**src/sv/assert_macros.svh**
```systemverilog
// Assertion macros shared by the odometry RTL.
// No dependencies; included by the modules that carry assertions.
`ifndef ASSERT_MACROS_SVH
`define ASSERT_MACROS_SVH

// Same-cycle implication, disabled during reset.
`define ASSERT_IMPLIES(label, clk, rst, ante, cons) \
   label: assert property (@(posedge clk) disable iff (rst) (ante) |-> (cons)) \
      else $error("assertion failed: same-cycle implication");

// Next-cycle implication, disabled during reset.
`define ASSERT_NEXT(label, clk, rst, ante, cons) \
   label: assert property (@(posedge clk) disable iff (rst) (ante) |=> (cons)) \
      else $error("assertion failed: next-cycle implication");

// Delayed implication, disabled during reset.
`define ASSERT_AFTER3(label, clk, rst, ante, cons) \
   label: assert property (@(posedge clk) disable iff (rst) (ante) |-> ##3 (cons)) \
      else $error("assertion failed: three-cycle implication");

`endif

```
**src/sv/weo_pkg.sv**
```systemverilog
// Types and constants for the wheel encoder odometry block.
// No dependencies; used by weo_ctrl, weo_dp and the top level.
package weo_pkg;

   typedef struct packed {
      logic [15:0] left_count;
      logic [15:0] right_count;
   } req_type;

   typedef struct packed {
      logic signed [31:0] left_ticks;
      logic signed [31:0] right_ticks;
      logic signed [47:0] left_angle;
      logic signed [47:0] right_angle;
      logic signed [39:0] left_speed;
      logic signed [39:0] right_speed;
   } rsp_type;

   typedef enum logic [1:0] {
      ST_IDLE,
      ST_SCALE,
      ST_WEIGHT,
      ST_EMIT
   } state_type;

   typedef struct packed {
      logic baseline;
      logic capture;
      logic scale;
      logic weight;
      logic emit;
   } cmd_type;

   localparam int CSR_INDEX_W = 2;
   localparam int CSR_DATA_W  = 24;

   localparam logic [CSR_INDEX_W-1:0] CSR_POSITION_SCALE = 2'd0;
   localparam logic [CSR_INDEX_W-1:0] CSR_VELOCITY_SCALE = 2'd1;
   localparam logic [CSR_INDEX_W-1:0] CSR_SMOOTHING      = 2'd2;

   localparam logic [23:0] POSITION_SCALE_RESET = 24'd87845;
   localparam logic [23:0] VELOCITY_SCALE_RESET = 24'd34315;
   localparam logic [16:0] SMOOTHING_RESET      = 17'd32768;

   localparam logic [16:0] UNITY = 17'd65536;

endpackage

```
**src/sv/weo_ctrl.sv**
```systemverilog
// Sequencer for the odometry block: handshakes, priming flag and stage commands.
// Depends on weo_pkg and assert_macros.svh.
`include "assert_macros.svh"

module weo_ctrl (
   input  logic               clock,
   input  logic               reset,
   input  logic               req_valid,
   output logic               req_ready,
   output logic               rsp_valid,
   input  logic               rsp_ready,
   output weo_pkg::cmd_type   cmd
);

   weo_pkg::state_type state_ff, state_in;
   logic primed_ff, primed_in;
   logic rsp_valid_ff, rsp_valid_in;

   always_ff @(posedge clock) begin
      if (reset) begin
         state_ff     <= weo_pkg::ST_IDLE;
         primed_ff    <= 1'b0;
         rsp_valid_ff <= 1'b0;
      end else begin
         state_ff     <= state_in;
         primed_ff    <= primed_in;
         rsp_valid_ff <= rsp_valid_in;
      end
   end

   always_comb begin
      state_in  = state_ff;
      cmd       = '0;
      req_ready = 1'b0;
      unique case (state_ff)
         weo_pkg::ST_IDLE: begin
            req_ready = 1'b1;
            if (req_valid) begin
               // first item after reset only sets the baseline
               if (primed_ff) begin
                  cmd.capture = 1'b1;
                  state_in    = weo_pkg::ST_SCALE;
               end else begin
                  cmd.baseline = 1'b1;
               end
            end
         end
         weo_pkg::ST_SCALE: begin
            cmd.scale = 1'b1;
            state_in  = weo_pkg::ST_WEIGHT;
         end
         weo_pkg::ST_WEIGHT: begin
            cmd.weight = 1'b1;
            state_in   = weo_pkg::ST_EMIT;
         end
         weo_pkg::ST_EMIT: begin
            // hold until the output register is free
            if (!rsp_valid_ff || rsp_ready) begin
               cmd.emit = 1'b1;
               state_in = weo_pkg::ST_IDLE;
            end
         end
         default: state_in = weo_pkg::ST_IDLE;
      endcase
   end

   assign primed_in    = primed_ff | cmd.baseline;
   assign rsp_valid_in = cmd.emit | (rsp_valid_ff & ~rsp_ready);
   assign rsp_valid    = rsp_valid_ff;

   `ASSERT_IMPLIES(a_emit_into_free_slot, clock, reset, cmd.emit, (!rsp_valid_ff || rsp_ready))
   `ASSERT_NEXT(a_emit_shows_result, clock, reset, cmd.emit, rsp_valid_ff)
   `ASSERT_IMPLIES(a_no_result_unprimed, clock, reset, !primed_ff, !rsp_valid_ff)
   `ASSERT_AFTER3(a_capture_reaches_emit, clock, reset, (req_valid && req_ready && primed_ff), (state_ff == weo_pkg::ST_EMIT))

endmodule

```
**config.mk**
```make
export PLATFORM = sky130hd
export DESIGN_NAME = weo_ctrl
export DESIGN_NICKNAME = d
export VERILOG_FILES = /design/src/sv/weo_pkg.sv /design/src/sv/weo_ctrl.sv
export VERILOG_INCLUDE_DIRS = /design/src /design/src/sv
export SDC_FILE = /design/constraint.sdc
export NUM_CORES = 1
export LEC_CHECK = 0
export BUFFER_PORTS_ARGS = -buffer_cell sky130_fd_sc_hd__buf_2
export CORE_AREA = 2 2 39 41
export DETAILED_ROUTE_END_ITERATION = 10
export DIE_AREA = 0 0 41 43
export PLACE_DENSITY = 0.46
export RECOVER_POWER = 25
export SLEW_MARGIN = 40
export SYNTH_ARGS = -nofsm -noshare
export SYNTH_HDL_FRONTEND = slang
export SYNTH_SLANG_ARGS = --single-unit
export TNS_END_PERCENT = 100
```
**constraint.sdc**
```tcl
create_clock -name clock -period 2.2 [get_ports clock]
set_clock_uncertainty 0.2 [all_clocks]
set_input_delay 0.33 -clock clock [delete_from_list [all_inputs] [get_ports clock]]
set_output_delay 0.33 -clock clock [all_outputs]
set_load 0.1 [all_outputs]
```
[Word level (Yosys, flattened, before mapping)]
Index checks and enable logic that the tools add are counted.
Storage, ports and cells
  bits in read-only memories: 0
  bits in latches: 0
  output and inout bits: 7
  bits in writable memories: 0
  bits of input ports: 4
  register bits after elaboration: 4
  word-level logic and storage cells: 30
  memories: 0
Operators by class
  eq/ne operators: 6
  div/mod/pow operators: 0
  magnitude comparators: 0
  multiplexer cells: 13
  bitwise gates (word level): 4
  add/sub/neg operators: 0
  multiply operators: 0
  shift operators: 0
  reductions and logical operators: 4
Operators by type and width (count)
  $mux 2: 5
  $pmux 2 s4: 1
  $mux 1: 7
  $ne 2x2->1 const B: 3
  $eq 2x2->1 const B: 2
  $reduce_and 3->1: 1
  $eq 2x1->1 const B: 1
  $logic_not 2->1: 1
  $or 1x1->1: 2
  $and 1x1->1: 1
  $logic_not 1->1: 1
  $logic_or 1x1->1: 1
  $not 1->1: 1

[Logic depth before layout (Yosys ltp)]
Gate-level depths: netlist of the first run.
  depth in word-level cells: 5
  mapped depth: 5

[Worst setup path before layout of the first run]
No wires, ideal clock.
  kind: register to output
  from: register state_ff[0]
  to: output port cmd[4] (netlist bit)
  setup slack: -1.013 ns
  arrival: 2.683 ns
  stages on the path, launching flop included: 5
  required time: 1.670 ns
  buffers on the path: 0
  cells stage by stage: dfxtp_1 inv_1 ha_1 nand2_1 nor2_1
RTL lines
  start, declared: line weo_ctrl.sv:15  | weo_pkg::state_type state_ff, state_in;
  start signal, assigned: line weo_ctrl.sv:21  | state_ff <= weo_pkg::ST_IDLE;
  start signal, assigned: line weo_ctrl.sv:25  | state_ff <= state_in;
  end, declared: line weo_ctrl.sv:12  | output weo_pkg::cmd_type cmd

==> impl_metrics.toml, run 1 <==
[synthesis]
synth_cell_types = 14
synth_compound_area_share_pct = 14.36
yosys.area.top_type_share_pct = 31.68
synth_xor_area_share_pct = 0
synth_area_leaders = "dfxtp_1 32%, ha_1 20%, a21boi_4 7.4%"
synth_common_cells = "5 x nor2_1, 4 x dfxtp_1, 4 x ha_1"
syn_area_per_cell_um2 = 9.027
async_flop_share_pct = 0
synth.most_common_cell = "nor2_1"
synth-edff-count = 0
synth_seq_cells = 4
synthFlopType = "dfxtp_1"
synth-adder-area-share_pct = 19.80
yosysTopAreaCell = "dfxtp_1"
yosysSeqAreaShare_pct = 31.68
syn-num-nets = 36
synth_mux_area_share_pct = 3.960
synth_area_um2 = 252.7
synth_simple_gate_area_share_pct = 27.23
synthCells = 28
synth_top_family_by_area = "simple AND/OR/NAND/NOR gates"
ys.warnings.count = 0

[drt]
drc = 0
drt_pass1_iterations = 4
drtIter0Drc = 1
num_vias = 225
viasPerCell = 3.947
wirelength_um = 484
ant_nets = 0
wl_per_cell_um = 8.491

[place]
gp_congestion = 0.6364
dp.cells = 54
port_buffers = 10

[critical_path]
path_max_fanout = 6
cp.arrival_ns = 1.50
worstRegToRegCells = 4
end_kind = "output pin"
path_class = "reg -> out"
required_ns = 1.67
startpoint_type = "register"

[timing]
worstMarginPinSlew_ns = 0.4875
slew_headroom_pct = 67.73
report.final.slew_viol_count = 0
rsz0062_at_grt = "false"
max_freq_ghz = 0.4920
post-route-period-util_pct = 92.38
finalSetupViolCount = 0
finalSetupTns_ns = 0
hold_viol_final = 0
fin_crit_ns = 2.032

[clock_tree]
cts_setup_buffers = 0
cts_buffers = 3
cts_root_buf = "clkbuf_4"
clock_latency_ns = 0.24
clkTransAtPathRegs_ns = 0.04
ctsResizeCount = 0
clock-sinks = 4
clock_path_buffers = 2
cts_tree = "done"
htree_levels = 1
ctsHoldBuffers = 0

[global_route]
overflow = 0
grtUsageTotal_pct = 7.329
antenna_found_initial = 0
grt_first_pass_wirelength_um = 834
first_global_vias = 209
grt_max_degree = 7

[floorplan]
die_y_um = 43
start_util_pct = 18.26
die_x_um = 41
dieArea_um2 = 1763
rows = 14
num_io_pins = 11
core_area_um2 = 1384

[cells_and_area]
synthToLayoutAreaGrowth_pct = 44.06
fin_nets = 51
finalNonFillerCells = 57
layout-drive-gt1-share_pct = 46.34
antennaDiodeCount = 0
postLayoutCoreUtil_pct = 26.31

[run]
maxCapViolCount = 0

[hold_path]
hold_depth = 2
hold_class = "in -> reg"

[status]
status = "complete, no violations"
==> final timing paths <==
| check | from | endpoint | slack (ns) |
|---|---|---|---|
| max | state_ff[0] | cmd[3] | 0.17 |
| min | reset | primed_ff | 0.12 |
| max reg2reg | state_ff[0] | state_ff[1] | 0.85 |
| min reg2reg | state_ff[0] | state_ff[0] | 0.34 |
==> through the flow <==
| stage | area (µm²) | setup WS (ns) | hold WS, ns |
|---|---|---|---|
| floorplan | 271.5 | 0.01458 | 0.2024 |
| global placement | 341.6 | 0.4243 | 0.3161 |
| detailed placement | 341.6 | 0.4057 | 0.3419 |
| CTS | 364.1 | 0.1503 | 0.1120 |
| global route | 364.1 | 0.06678 | 0.1252 |
| finish | 364.1 | 0.1676 | 0.1164 |
==> cell type report <==
cell class | count | area [µm²]
clock buffers | 3 | 22.52
flip-flops and latches | 4 | 80.08
multi-input cells | 22 | 183.9
fillers | 158 | 1020
repair buffers | 10 | 50.05
well taps | 16 | 20.02
inverters | 2 | 7.507
==> critical path, stage by stage, from the launching register on <==
cell and delay (ns):
dfxtp_1 0.33, inv_1 0.09, ha_2 0.25, and3_2 0.18, buf_2 0.42
==> metal layers <==
layer / wire length [µm] / GRT usage, % / share of wire (%)
met5: 0 / 0 / 0
met4: 0 / 2.000 / 0
met1: 231 / 8.682 / 48
met3: 71 / 6.283 / 15
met2: 182 / 9.688 / 38
==> registers in the layout, indices dropped and copies added, names as in the netlist <==
name / count
primed_ff: 1
rsp_valid: 1
state_ff: 2
==> cells in the final DEF (no fill, tap or decap) <==
cell | netlist | layout
buf_2 | 0 | 10
nor2_1 | 5 | 4
dfxtp_1 | 4 | 4
ha_1 | 4 | 3
clkbuf_4 | 0 | 3
inv_1 | 2 | 2
nand2_1 | 2 | 2
a21oi_1 | 2 | 2
and3_2 | 0 | 1
nor2_4 | 0 | 1
nor2b_1 | 2 | 1
nor2b_4 | 0 | 1
nand3b_1 | 1 | 1
a21boi_4 | 1 | 1
o21a_1 | 1 | 1
or2b_1 | 1 | 1
nand2b_2 | 1 | 1
mux2i_1 | 1 | 1
ha_2 | 0 | 1
==> logic make-up after synthesis <==
family,after synthesis
and+or+nand+nor,13
AOI/OAI and AO/OA,4
adders and majority gates,4
DFF,4
buffers and inverters,2
muxes,1
Power of run 1 is left out: the tool's default activity adds up to more than one toggle a clock period on the data nets, which glitch-free logic cannot reach.
==> run 2, diff against run 1 <==
Settings changed: ABC_AREA from default to 1, CAP_MARGIN from default to 15.
==> run 2 against run 1 <==
Setup slack improved by 0.041 ns. Wire length decreased by 3.9%. Critical path depth is 1 higher. First-iteration DRC count increased to 3.0 times the previous value. Utilization up 0.63 points. Register-to-register slack better by 0.11 ns. Critical path type unchanged.
==> impl_metrics.toml, run 2 <==
[cells_and_area]
layout_common_cells = "10 x buf_2, 7 x inv_1, 5 x nand2_1, 4 x nor2_1, 4 x dfxtp_1"
finalNonFillerCells = 64
synthToLayoutAreaGrowth_pct = 46.80
largest_register = "state_ff"
largest_reg_flops = 2
fin_nets = 58
final_common_cell = "buf_2"
layout-drive-gt1-share_pct = 43.75
antennaDiodeCount = 0

[synthesis]
ys.warnings.count = 0
synth_area_um2 = 254.0
synth_common_cells = "7 x inv_1, 5 x nand2_1, 5 x nor2_1"
syn_area_per_cell_um2 = 7.257
synth_cell_types = 10
yosys.area.top_type_share_pct = 31.53
async_flop_share_pct = 0
synth-edff-count = 0
synth.most_common_cell = "inv_1"
yosysSeqAreaShare_pct = 31.53
synth_area_leaders = "dfxtp_1 32%, ha_1 20%, inv_1 10%"
synthFlopType = "dfxtp_1"
synth_seq_cells = 4
synthCells = 35
syn-num-nets = 43
yosysTopAreaCell = "dfxtp_1"

[clock_tree]
clock-sinks = 4
clkTransAtPathRegs_ns = 0.04
cts_tree = "done"
ctsHoldBuffers = 0
ctsResizeCount = 0
cts_buffers = 3
cts_root_buf = "clkbuf_4"
clock_path_buffers = 2
clock_latency_ns = 0.24
cts_setup_buffers = 0
htree_levels = 1

[critical_path]
cpMostUsedCell = "inv_1"
end_kind = "output pin"
startpoint_type = "register"
required_ns = 1.67
slowest_delay_ns = 0.42
path_cells = "inv_1 > ha_2 > inv_1 > nor2_4 > buf_2"
path_max_fanout = 5
path_class = "reg -> out"
cp.arrival_ns = 1.46
cp_slowest_cell = "buf_2"

[drt]
wl_per_cell_um = 7.266
num_vias = 249
viasPerCell = 3.891
drt_pass1_iterations = 4
wirelength_um = 465
drtIter0Drc = 3
drc = 0
ant_nets = 0

[floorplan]
die_x_um = 41
core_area_um2 = 1384
dieArea_um2 = 1763
die_y_um = 43
rows = 14
start_util_pct = 18.35
num_io_pins = 11

[timing]
finalSetupViolCount = 0
post-route-period-util_pct = 90.54
rsz0062_at_grt = "false"
max_freq_ghz = 0.5021
fin_crit_ns = 1.992
finalSetupTns_ns = 0
slew_headroom_pct = 67.81
worstMarginPinSlew_ns = 0.4861
report.final.slew_viol_count = 0
timing.hold.ws_ns = 0.09007
hold_viol_final = 0

[place]
port_buffers = 10
dp_hpwl_um = 408.8
dp.cells = 61
gp_congestion = 0.6127

[hold_path]
hold_class = "in -> reg"

[global_route]
grt_first_pass_wirelength_um = 814
overflow = 0
grt_max_degree = 6
grtUsageTotal_pct = 7.731
antenna_found_initial = 0
first_global_vias = 228

[status]
status = "complete, no violations"

[run]
maxCapViolCount = 0
==> run 2: cell count changes after synthesis, sizes merged <==
cell    before  now
inv          2    7
nand3b       1    0
a21oi        2    4
a21boi       1    0
nor2b        2    0
o21a         1    0
nand3        0    2
or2b         1    0
nor2         5    7
mux2i        1    0
nand2b       1    0
and3         1    0
nand2        2    7
==> run 2: cells by family after synthesis <==
| family | Yosys count | synth area share [%] |
|---|---|---|
| AND/OR/NAND/NOR | 16 | 30.54 |
| buffers and inverters | 7 | 10.35 |
| AO/OA/AOI/OAI | 4 | 7.882 |
| adder cells (fa/ha/maj) | 4 | 19.71 |
| flip-flops | 4 | 31.53 |
==> run 2: layer usage <==
layer / up-vias / GRT usage (%) / part of all wire (%)
li1: 133 / - / -
met1: 108 / 6.431 / 40
met2: 8 / 10.31 / 50
met3: 0 / 9.424 / 9.7
met4: 0 / 4.000 / 0
met5: - / 0 / 0
==> run 2: through the flow <==
step / setup WS, ns / util (%) / instance area, µm²
5_1_grt: 0.08275 / 26.94 / 372.9
3_3_place_gp: 0.4466 / 25.32 / 350.3
2_1_floorplan: 0.04012 / - / 280.3
6_report: 0.2082 / 26.94 / 372.9
3_5_place_dp: 0.4363 / 25.32 / 350.3
4_1_cts: 0.1888 / 26.94 / 372.9
==> run 2: final timing paths <==
kind                     from           to  slack [ns]  depth (start not counted)
setup / recovery  state_ff[0]       cmd[3]        0.21                          5
hold / removal          reset    primed_ff        0.09                          2
setup reg to reg  state_ff[0]  state_ff[1]        0.96                          6
hold reg to reg   state_ff[1]  state_ff[1]        0.33                          2
==> run 2: critical path, delay by kind of cell (launching register included) <==
kind,cells,cell delay (ns)
adders and majority gates,1,0.23
buffers and inverters,3,0.59
and+or+nand+nor,1,0.09
DFF,1,0.33
==> run 2: layout make-up <==
cell class | count | area (µm²)
fillers | 171 | 1011
flip-flops and latches | 4 | 80.08
inverters | 7 | 26.28
multi-input cells | 24 | 173.9
clock buffers | 3 | 22.52
repair buffers | 10 | 50.05
well taps | 16 | 20.02
Power of run 2 is left out for the same reason.
